**src/rtl/tuab_pkg.sv**
```systemverilog
`default_nettype none
package tuab_pkg;

  localparam int VALUE_BITS = 64;
  localparam int POSITION_BITS = 16;
  localparam int BASE_BITS = 6;
  localparam int CHAR_BITS = 8;
  localparam int STATUS_BITS = 2;
  localparam int PROD_BITS = VALUE_BITS + BASE_BITS + 1;
  localparam int RESULT_BITS = VALUE_BITS + POSITION_BITS + STATUS_BITS;
  localparam int TDATA_BITS = ((RESULT_BITS + 7) / 8) * 8;

  localparam logic [BASE_BITS-1:0] BASE_OCT = BASE_BITS'(8);
  localparam logic [BASE_BITS-1:0] BASE_DEC = BASE_BITS'(10);
  localparam logic [BASE_BITS-1:0] BASE_HEX = BASE_BITS'(16);
  localparam logic [BASE_BITS-1:0] BASE_MAX = BASE_BITS'(36);
  localparam logic [BASE_BITS-1:0] NOT_DIGIT = '1;
  localparam logic [POSITION_BITS-1:0] POS_MAX = '1;

  localparam logic [CHAR_BITS-1:0] CH_NUL   = 8'h00;
  localparam logic [CHAR_BITS-1:0] CH_TAB   = 8'h09;
  localparam logic [CHAR_BITS-1:0] CH_CR    = 8'h0d;
  localparam logic [CHAR_BITS-1:0] CH_SPACE = 8'h20;
  localparam logic [CHAR_BITS-1:0] CH_PLUS  = 8'h2b;
  localparam logic [CHAR_BITS-1:0] CH_MINUS = 8'h2d;
  localparam logic [CHAR_BITS-1:0] CH_ZERO  = 8'h30;
  localparam logic [CHAR_BITS-1:0] CH_NINE  = 8'h39;
  localparam logic [CHAR_BITS-1:0] CH_UA    = 8'h41;
  localparam logic [CHAR_BITS-1:0] CH_UZ    = 8'h5a;
  localparam logic [CHAR_BITS-1:0] CH_LA    = 8'h61;
  localparam logic [CHAR_BITS-1:0] CH_LZ    = 8'h7a;
  localparam logic [CHAR_BITS-1:0] CH_UX    = 8'h58;
  localparam logic [CHAR_BITS-1:0] CH_LX    = 8'h78;
  localparam logic [CHAR_BITS-1:0] UPPER_OFS = CH_UA - 8'd10;
  localparam logic [CHAR_BITS-1:0] LOWER_OFS = CH_LA - 8'd10;

  typedef enum logic [2:0] {
    PH_SPACE,
    PH_FIRST,
    PH_ZERO,
    PH_HEXPFX,
    PH_DIGITS,
    PH_DONE
  } phase_t;

  typedef enum logic [STATUS_BITS-1:0] {
    ST_OK       = 2'd0,
    ST_OVERFLOW = 2'd1,
    ST_NODIGITS = 2'd2
  } status_code_t;

  typedef enum logic [1:0] {
    BASE_FROM_REG,
    BASE_SET_OCT,
    BASE_SET_HEX
  } base_src_t;

  typedef enum logic {
    EMIT_FINISH,
    EMIT_OVERFLOW
  } emit_kind_t;

  typedef struct packed {
    logic       restart;
    logic       step;
    logic       use_first_base;
    logic       set_sign;
    logic       load_base;
    base_src_t  base_src;
    logic       mark_zero;
    logic       take;
    logic       emit;
    emit_kind_t emit_kind;
  } dp_cmd_t;

  typedef struct packed {
    logic is_nul;
    logic is_space;
    logic is_sign;
    logic is_zero_ch;
    logic is_x;
    logic nb_zero;
    logic nb_hex;
    logic digit_ok;
    logic overflow;
  } dp_status_t;

  function automatic logic [BASE_BITS-1:0] digit_of(input logic [CHAR_BITS-1:0] ch);
    logic [CHAR_BITS-1:0] d;
    begin
      d = CH_NUL;
      if (ch >= CH_ZERO && ch <= CH_NINE) begin
        d = ch - CH_ZERO;
      end else if (ch >= CH_UA && ch <= CH_UZ) begin
        d = ch - UPPER_OFS;
      end else if (ch >= CH_LA && ch <= CH_LZ) begin
        d = ch - LOWER_OFS;
      end else begin
        d = CHAR_BITS'(NOT_DIGIT);
      end
      return d[BASE_BITS-1:0];
    end
  endfunction

  function automatic logic [POSITION_BITS-1:0] pos_after(input logic [POSITION_BITS-1:0] idx);
    return (idx == POS_MAX) ? POS_MAX : idx + POSITION_BITS'(1);
  endfunction

endpackage
`default_nettype wire

```
**src/rtl/tuab_ctrl.sv**
```systemverilog
`default_nettype none
module tuab_ctrl
  import tuab_pkg::*;
(
  input  wire logic       clk,
  input  wire logic       rst,
  input  wire logic       accept,
  input  wire logic       string_start,
  input  wire logic       out_taken,
  input  wire dp_status_t status,
  output dp_cmd_t         cmd,
  output logic            out_valid
);

  phase_t phase;
  phase_t phase_next;
  phase_t eff_phase;

  // A string start clears the parse before its own character is looked at.
  assign eff_phase = (accept && string_start) ? PH_SPACE : phase;

  always_ff @(posedge clk) begin
    if (rst) begin
      phase <= PH_SPACE;
      out_valid <= 1'b0;
    end else begin
      phase <= phase_next;
      if (cmd.emit) begin
        out_valid <= 1'b1;
      end else if (out_taken) begin
        out_valid <= 1'b0;
      end
    end
  end

  always_comb begin
    phase_next = phase;
    if (accept) begin
      phase_next = eff_phase;
      if (eff_phase != PH_DONE) begin
        if (status.is_nul) begin
          phase_next = PH_DONE;
        end else begin
          case (eff_phase)
            PH_SPACE, PH_FIRST: begin
              if (eff_phase == PH_SPACE && status.is_space) begin
                phase_next = PH_SPACE;
              end else if (eff_phase == PH_SPACE && status.is_sign) begin
                phase_next = PH_FIRST;
              end else if (status.is_zero_ch && (status.nb_zero || status.nb_hex)) begin
                phase_next = PH_ZERO;
              end else if (status.digit_ok && !status.overflow) begin
                phase_next = PH_DIGITS;
              end else begin
                phase_next = PH_DONE;
              end
            end
            PH_ZERO: begin
              if (status.is_x && (status.nb_zero || status.nb_hex)) begin
                phase_next = PH_HEXPFX;
              end else if (status.digit_ok && !status.overflow) begin
                phase_next = PH_DIGITS;
              end else begin
                phase_next = PH_DONE;
              end
            end
            PH_HEXPFX, PH_DIGITS: begin
              if (status.digit_ok && !status.overflow) begin
                phase_next = PH_DIGITS;
              end else begin
                phase_next = PH_DONE;
              end
            end
            default: phase_next = PH_DONE;
          endcase
        end
      end
    end
  end

  always_comb begin
    cmd = '0;
    cmd.base_src = BASE_FROM_REG;
    cmd.emit_kind = EMIT_FINISH;
    cmd.restart = accept && string_start;
    // The first-character base choice depends on the phase alone.
    cmd.use_first_base = (eff_phase == PH_SPACE) || (eff_phase == PH_FIRST);
    if (accept && eff_phase != PH_DONE) begin
      cmd.step = 1'b1;
      if (status.is_nul) begin
        cmd.emit = 1'b1;
      end else begin
        case (eff_phase)
          PH_SPACE, PH_FIRST: begin
            if (eff_phase == PH_SPACE && status.is_space) begin
              cmd.step = 1'b1;
            end else if (eff_phase == PH_SPACE && status.is_sign) begin
              cmd.set_sign = 1'b1;
            end else if (status.is_zero_ch && status.nb_zero) begin
              cmd.load_base = 1'b1;
              cmd.base_src = BASE_SET_OCT;
              cmd.mark_zero = 1'b1;
            end else if (status.is_zero_ch && status.nb_hex) begin
              cmd.load_base = 1'b1;
              cmd.mark_zero = 1'b1;
            end else begin
              cmd.load_base = 1'b1;
              if (!status.digit_ok) begin
                cmd.emit = 1'b1;
              end else if (status.overflow) begin
                cmd.emit = 1'b1;
                cmd.emit_kind = EMIT_OVERFLOW;
              end else begin
                cmd.take = 1'b1;
              end
            end
          end
          PH_ZERO, PH_HEXPFX, PH_DIGITS: begin
            if (eff_phase == PH_ZERO && status.is_x && (status.nb_zero || status.nb_hex)) begin
              cmd.load_base = 1'b1;
              cmd.base_src = BASE_SET_HEX;
            end else if (!status.digit_ok) begin
              cmd.emit = 1'b1;
            end else if (status.overflow) begin
              cmd.emit = 1'b1;
              cmd.emit_kind = EMIT_OVERFLOW;
            end else begin
              cmd.take = 1'b1;
            end
          end
          default: cmd.step = 1'b1;
        endcase
      end
    end
  end

endmodule
`default_nettype wire

```
**src/rtl/tuab_dp.sv**
```systemverilog
`default_nettype none
module tuab_dp
  import tuab_pkg::*;
(
  input  wire logic                   clk,
  input  wire logic                   rst,
  input  wire logic                   cfg_we,
  input  wire logic [BASE_BITS-1:0]   cfg_wdata,
  input  wire logic [CHAR_BITS-1:0]   char_code,
  input  wire dp_cmd_t                cmd,
  output dp_status_t                  status,
  output logic      [TDATA_BITS-1:0]  result
);

  logic [BASE_BITS-1:0]     number_base;
  logic [BASE_BITS-1:0]     base_in_use;
  logic [VALUE_BITS-1:0]    accumulator;
  logic                     negative_sign;
  logic [POSITION_BITS-1:0] char_index;
  logic [POSITION_BITS-1:0] last_digit_end;

  logic [BASE_BITS-1:0]     eff_base;
  logic [VALUE_BITS-1:0]    eff_acc;
  logic                     eff_neg;
  logic [POSITION_BITS-1:0] eff_idx;
  logic [POSITION_BITS-1:0] eff_last;
  logic [BASE_BITS-1:0]     first_base;
  logic [BASE_BITS-1:0]     work_base;
  logic [BASE_BITS-1:0]     digit;
  logic [PROD_BITS-1:0]     product;
  logic [POSITION_BITS-1:0] pos_next;
  logic [VALUE_BITS-1:0]    out_value;
  logic [POSITION_BITS-1:0] out_end;
  status_code_t             out_status;

  assign eff_base = cmd.restart ? '0 : base_in_use;
  assign eff_acc  = cmd.restart ? '0 : accumulator;
  assign eff_neg  = cmd.restart ? 1'b0 : negative_sign;
  assign eff_idx  = cmd.restart ? '0 : char_index;
  assign eff_last = cmd.restart ? '0 : last_digit_end;
  assign pos_next = pos_after(eff_idx);

  // A radix of one or above 36 maps to zero, which takes no digit at all.
  always_comb begin
    if (number_base == '0) begin
      first_base = BASE_DEC;
    end else if (number_base == BASE_BITS'(1) || number_base > BASE_MAX) begin
      first_base = '0;
    end else begin
      first_base = number_base;
    end
  end

  assign work_base = cmd.use_first_base ? first_base : eff_base;
  assign digit = digit_of(char_code);

  // Overflow shows as any bit above the value width after multiply and add.
  assign product = PROD_BITS'(eff_acc) * PROD_BITS'(work_base) + PROD_BITS'(digit);

  always_comb begin
    status.is_nul     = (char_code == CH_NUL);
    status.is_space   = (char_code == CH_SPACE) || (char_code >= CH_TAB && char_code <= CH_CR);
    status.is_sign    = (char_code == CH_PLUS) || (char_code == CH_MINUS);
    status.is_zero_ch = (char_code == CH_ZERO);
    status.is_x       = (char_code == CH_LX) || (char_code == CH_UX);
    status.nb_zero    = (number_base == '0);
    status.nb_hex     = (number_base == BASE_HEX);
    status.digit_ok   = (digit < work_base);
    status.overflow   = |product[PROD_BITS-1:VALUE_BITS];
  end

  always_comb begin
    if (cmd.emit_kind == EMIT_OVERFLOW) begin
      out_value  = '1;
      out_end    = eff_last;
      out_status = ST_OVERFLOW;
    end else if (eff_last == '0) begin
      out_value  = '0;
      out_end    = '0;
      out_status = ST_NODIGITS;
    end else begin
      out_value  = eff_neg ? ('0 - eff_acc) : eff_acc;
      out_end    = eff_last;
      out_status = ST_OK;
    end
  end

  always_ff @(posedge clk) begin
    if (rst) begin
      number_base    <= '0;
      base_in_use    <= '0;
      accumulator    <= '0;
      negative_sign  <= 1'b0;
      char_index     <= '0;
      last_digit_end <= '0;
    end else begin
      if (cfg_we) begin
        number_base <= cfg_wdata;
      end
      if (cmd.restart || cmd.step) begin
        base_in_use    <= eff_base;
        accumulator    <= eff_acc;
        negative_sign  <= eff_neg;
        char_index     <= cmd.step ? pos_next : eff_idx;
        last_digit_end <= eff_last;
        if (cmd.set_sign) begin
          negative_sign <= (char_code == CH_MINUS);
        end
        if (cmd.load_base) begin
          case (cmd.base_src)
            BASE_SET_OCT: base_in_use <= BASE_OCT;
            BASE_SET_HEX: base_in_use <= BASE_HEX;
            default:      base_in_use <= first_base;
          endcase
        end
        if (cmd.mark_zero) begin
          last_digit_end <= pos_next;
        end
        if (cmd.take) begin
          accumulator    <= product[VALUE_BITS-1:0];
          last_digit_end <= pos_next;
        end
      end
    end
    if (cmd.emit) begin
      result <= TDATA_BITS'({out_status, out_end, out_value});
    end
  end

endmodule
`default_nettype wire

```
**src/rtl/text_to_unsigned_any_base_top.sv**
```systemverilog
// A result is in the output register in the cycle after the character that ends the parse.
// Throughput: one character per cycle while the input is not stalled; the whole step (classify,
// multiply-add of the running value by the radix, overflow check) is combinational in the datapath.
// Input stalls only while a finished result waits in the single output register.
// Reset (rst, synchronous, active high) clears the parse and the output valid, and sets the
// radix register to zero, which selects the radix from the prefix.
`default_nettype none
module text_to_unsigned_any_base_top
  import tuab_pkg::*;
(
  input  wire logic                  clk,
  input  wire logic                  rst,
  input  wire logic                  cfg_we,
  input  wire logic [BASE_BITS-1:0]  cfg_wdata,   // number_base
  input  wire logic                  s_tvalid,
  output logic                       s_tready,
  input  wire logic [CHAR_BITS-1:0]  s_tdata,     // char_code
  input  wire logic                  s_tuser,     // string_start
  output logic                       m_tvalid,
  input  wire logic                  m_tready,
  output logic      [TDATA_BITS-1:0] m_tdata      // value, end_position, status, zero fill
);

  dp_cmd_t    cmd;
  dp_status_t status;
  logic       accept;

  assign s_tready = !m_tvalid || m_tready;
  assign accept   = s_tvalid && s_tready;

  tuab_ctrl u_ctrl (
    .clk          (clk),
    .rst          (rst),
    .accept       (accept),
    .string_start (s_tuser),
    .out_taken    (m_tready),
    .status       (status),
    .cmd          (cmd),
    .out_valid    (m_tvalid)
  );

  tuab_dp u_dp (
    .clk       (clk),
    .rst       (rst),
    .cfg_we    (cfg_we),
    .cfg_wdata (cfg_wdata),
    .char_code (s_tdata),
    .cmd       (cmd),
    .status    (status),
    .result    (m_tdata)
  );

endmodule
`default_nettype wire

```
**config.mk**
```make
export PLATFORM = sky130hd
export DESIGN_NAME = text_to_unsigned_any_base_top
export DESIGN_NICKNAME = d
export VERILOG_FILES = /design/src/rtl/tuab_pkg.sv /design/src/rtl/tuab_ctrl.sv /design/src/rtl/tuab_dp.sv /design/src/rtl/text_to_unsigned_any_base_top.sv
export SDC_FILE = /design/constraint.sdc
export NUM_CORES = 2
export LEC_CHECK = 0
export BUFFER_PORTS_ARGS = -buffer_cell sky130_fd_sc_hd__buf_2
export CORE_ASPECT_RATIO = 0.8
export CORE_MARGIN = 1
export CORE_UTILIZATION = 45
export DETAILED_ROUTE_END_ITERATION = 10
export MAX_ROUTING_LAYER = met4
export PLACE_DENSITY_LB_ADDON = 0.05
export SYNTH_ARGS = -nofsm -noshare
export SYNTH_HDL_FRONTEND = slang
export SYNTH_SLANG_ARGS = --single-unit
```
**constraint.sdc**
```tcl
create_clock -name clk -period 14.4 [get_ports clk]
set_input_delay 1.44 -clock clk [delete_from_list [all_inputs] [get_ports clk]]
set_output_delay 1.44 -clock clk [all_outputs]
set_load 0.1 [all_outputs]
```
==> results.md <==
* # IOs at between 100 and 150
* Skew final at 0.0191 ns
* Slew @ Worst Pin at 1.10 ns
* P_leak at 0.0109 uW
* WHS Path Cells at 2
* Max FO, Critical Path at 77
* Peak Freq at around 0.096 GHz
* YS warnings at 0
* CTS tree: done
* P_sw at 620 uW
* Combinational power share at a little over a quarter
* Fin. max-slew vios at 0
* Maximum vdd drop at 58.2 uV
* # diodes at 0
* Initial drt markers at roughly 1900
* Max transition margin at a little over a quarter
* GRT Resource Usage Total at 29.2%
* Sw Ratio at 40.6%
* Most used flip-flop cell after synthesis: dfxtp_1
* Arr. time, crit path at approximately 11 ns
* Final min period at approximately 10 ns
* Clk_lat worst skew at 0.49 ns
* Startpoint Class: input pin
* Post-DRT Antenna Nets at 0
* Synth area leader: fa_1
* Clock share of power at 32.8%
* Post-Syn Area at 22700 sq um
* Number of post-CTS setup repair buffers at 0
* Post-CTS Resized at 0
* DRC Markers at 0
* Clk sinks at 195
* Most common cell after layout, fill and taps aside: nor2_1
* Top area cells in the synthesized netlist: fa_1, edfxtp_1, dfxtp_1, ha_1, nor2_1
* Cts-stage hold buffer count at 0
* Syn avg cell area at 8.51 sq um
* Via count at 19755
* Root Driver: clkbuf_16
* Share of cells above drive strength 1 at 8.30%
* Pin count of the biggest net entering global routing at 129
* Core ar. at 49800 sq um
* Htree depth at 4
* Seq pwr share at between 40% and 50%
* Final period util at just over 70%
* Final Hold Vio Count at 0
* HP Class: flop to flop
* Synth cell types at 79
* Most frequent cells in the layout: nor2_1, fa_1, nand2_1
* GP Congestion at between 0.9 and 1
* Wire per inst at 21.3 um
* Total gr overflow at 0
* Status: complete, no violations
* Antenna violations before repair at 1
* Critical Path RT at 14.50 ns
* Synth top area share at approximately 22%
* Vias in the first global route at 19154
* Deepest clock path buffer count at 2
* Num CTS Buffers at 17
* Synthesis-stage register bit count at around 200
* Clock Pin Slew Worst Setup and Hold Paths at roughly 0.09 ns
* PD cells at roughly 63 nW/um^2
* Vias per std cell at 5.94
* Reg2Reg Depth at 27
* RSZ-0062 raised after global routing: no
* Die Y at 203 um
* Setup TNS at 0 ns
* Fin nets at 3080
* Finish-stage setup viols at 0
* Final WL at approximately 70 mm
* Register area share after synthesis at 20.8%
* DR pass1 iterations at 5
* EDFF count, synth at 82
* CP Class: input pin to flop
* Internal at 906 uW
* # port buffers at 103
* Die area at 51400 sq um
* Synth Instances at between 2000 and 3000
* Critical Path End Type: flop
* Fraction of registers with async set/reset at 0%
* WHS at around 0.46 ns
* Initial Utilization at 45.7%
* FP Rows at 73
* Layout area overhead at 6.54%
* Chip width at 253 um
* First-pass GRT wire length at 113 mm
* Post-DP HPWL at about 56 mm
* Max_cap viols at 0
## final timing paths
| check | startpoint | to | slack, ns |
|---|---|---|---|
| hold reg to reg | u_dp.last_digit_end[15]$_SDFFE_PP0P_ | u_dp.last_digit_end[15]$_SDFFE_PP0P_ | 0.46 |
| hold / removal | u_dp.last_digit_end[15]$_SDFFE_PP0P_ | u_dp.last_digit_end[15]$_SDFFE_PP0P_ | 0.46 |
| setup reg to reg | u_ctrl.out_valid$_SDFFE_PP0P_ | u_dp.result[25]$_SDFFCE_PP1P_ | 4.74 |
| setup / recovery | m_tready | u_dp.result[25]$_SDFFCE_PP1P_ | 3.95 |
## metal layers
layer | up-vias | share of wire (%) | global-route usage, %
met5 | - | 0 | -
met1 | 9785 | 51 | 44.9
met3 | 45 | 8.3 | 5.64
met2 | 730 | 40 | 38.8
li1 | 9195 | - | -
met4 | 0 | 1.0 | 6.10
## power groups by stage
stage               clock (uW)  sequential [uW]  combinational (uW)
CTS                        513              619                 404
global route               531              622                 430
detailed placement           0              632                 403
floorplan                    0              787                 160
finish                     501              619                 406
global placement             0              632                 401
## stage by stage
stage | instances | area [sq um] | power, uW | worst slack, ns | utilization [%]
after floorplan | 2676 | 22700 | 947 | 1.47 | -
after global placement | 3295 | 23600 | 1030 | 3.69 | 47.4
after detailed placement | 3295 | 23600 | 1040 | 3.46 | 47.4
after CTS | 3327 | 24200 | 1540 | 3.98 | 48.6
after global routing | 3327 | 24200 | 1580 | 3.35 | 48.6
final | 3327 | 24200 | 1530 | 3.95 | 48.6
## area by class of cell
cell class | instances | area (sq um)
inverters | 80 | 300
flip-flops and latches | 195 | 4730
repair buffers | 121 | 666
fillers | 4824 | 25600
clock buffers | 17 | 425
well taps | 675 | 845
clock inverters | 15 | 181
multi-input cells | 2224 | 17100
## critical path, stage by stage
cell,delay (ns)
buf_2,0.09
nand2b_1,0.31
a31oi_2,0.27
buf_4,0.31
nor3b_1,0.13
a21oi_4,0.67
buf_4,0.56
or2_2,0.23
fa_1,0.45
fa_1,0.55
inv_1,0.06
fa_1,0.54
inv_1,0.06
fa_1,0.54
inv_1,0.05
ha_1,0.37
o211ai_1,0.15
o21ai_0,0.37
and3_1,0.26
nand4_1,0.18
a2111oi_0,0.59
nor4b_1,0.12
nor3_1,0.23
nand4b_1,0.18
or3_1,0.30
nor2_1,0.17
o31ai_4,0.45
buf_4,0.77
## cells by family after synthesis
kind of cell,share of synthesized area (%)
XOR/XNOR,5.24
flip-flops,20.8
AND/OR/NAND/NOR,20.4
adder cells (fa/ha/maj),31.5
other,0.0165
AO/OA/AOI/OAI,16.3
buffers and inverters,4.69
multiplexers,1.11
## cell usage after synthesis, types with 7 or more instances
| cell | count |
|---|---|
| a211oi_1 | 17 |
| a21o_1 | 29 |
| a21oi_1 | 164 |
| a31o_2 | 7 |
| a31oi_1 | 15 |
| a32oi_1 | 50 |
| and2_1 | 30 |
| and3_1 | 10 |
| buf_1 | 15 |
| buf_2 | 20 |
| buf_4 | 8 |
| clkbuf_1 | 128 |
| dfxtp_1 | 113 |
| edfxtp_1 | 82 |
| fa_1 | 252 |
| ha_1 | 169 |
| inv_1 | 80 |
| mux2_2 | 9 |
| mux2i_1 | 15 |
| nand2_1 | 232 |
| nand2b_1 | 12 |
| nand3_1 | 45 |
| nand4_1 | 44 |
| nor2_1 | 554 |
| nor3_1 | 28 |
| nor4_1 | 22 |
| o211ai_1 | 14 |
| o21a_1 | 13 |
| o21ai_0 | 166 |
| o21bai_1 | 15 |
| o31ai_1 | 22 |
| or2_2 | 20 |
| or3_1 | 13 |
| or4_1 | 7 |
| xnor2_1 | 49 |
| xor2_1 | 87 |
## registers in the layout, indices dropped and copies added (netlist names)
register,count
u_dp.accumulator,64
u_dp.last_digit_end,16
u_ctrl.out_valid,1
u_dp.negative_sign,1
u_dp.base_in_use,6
u_ctrl.phase,3
u_dp.char_index,16
u_dp.result,82
u_dp.number_base,6
(Power assumes the default switching activity.)
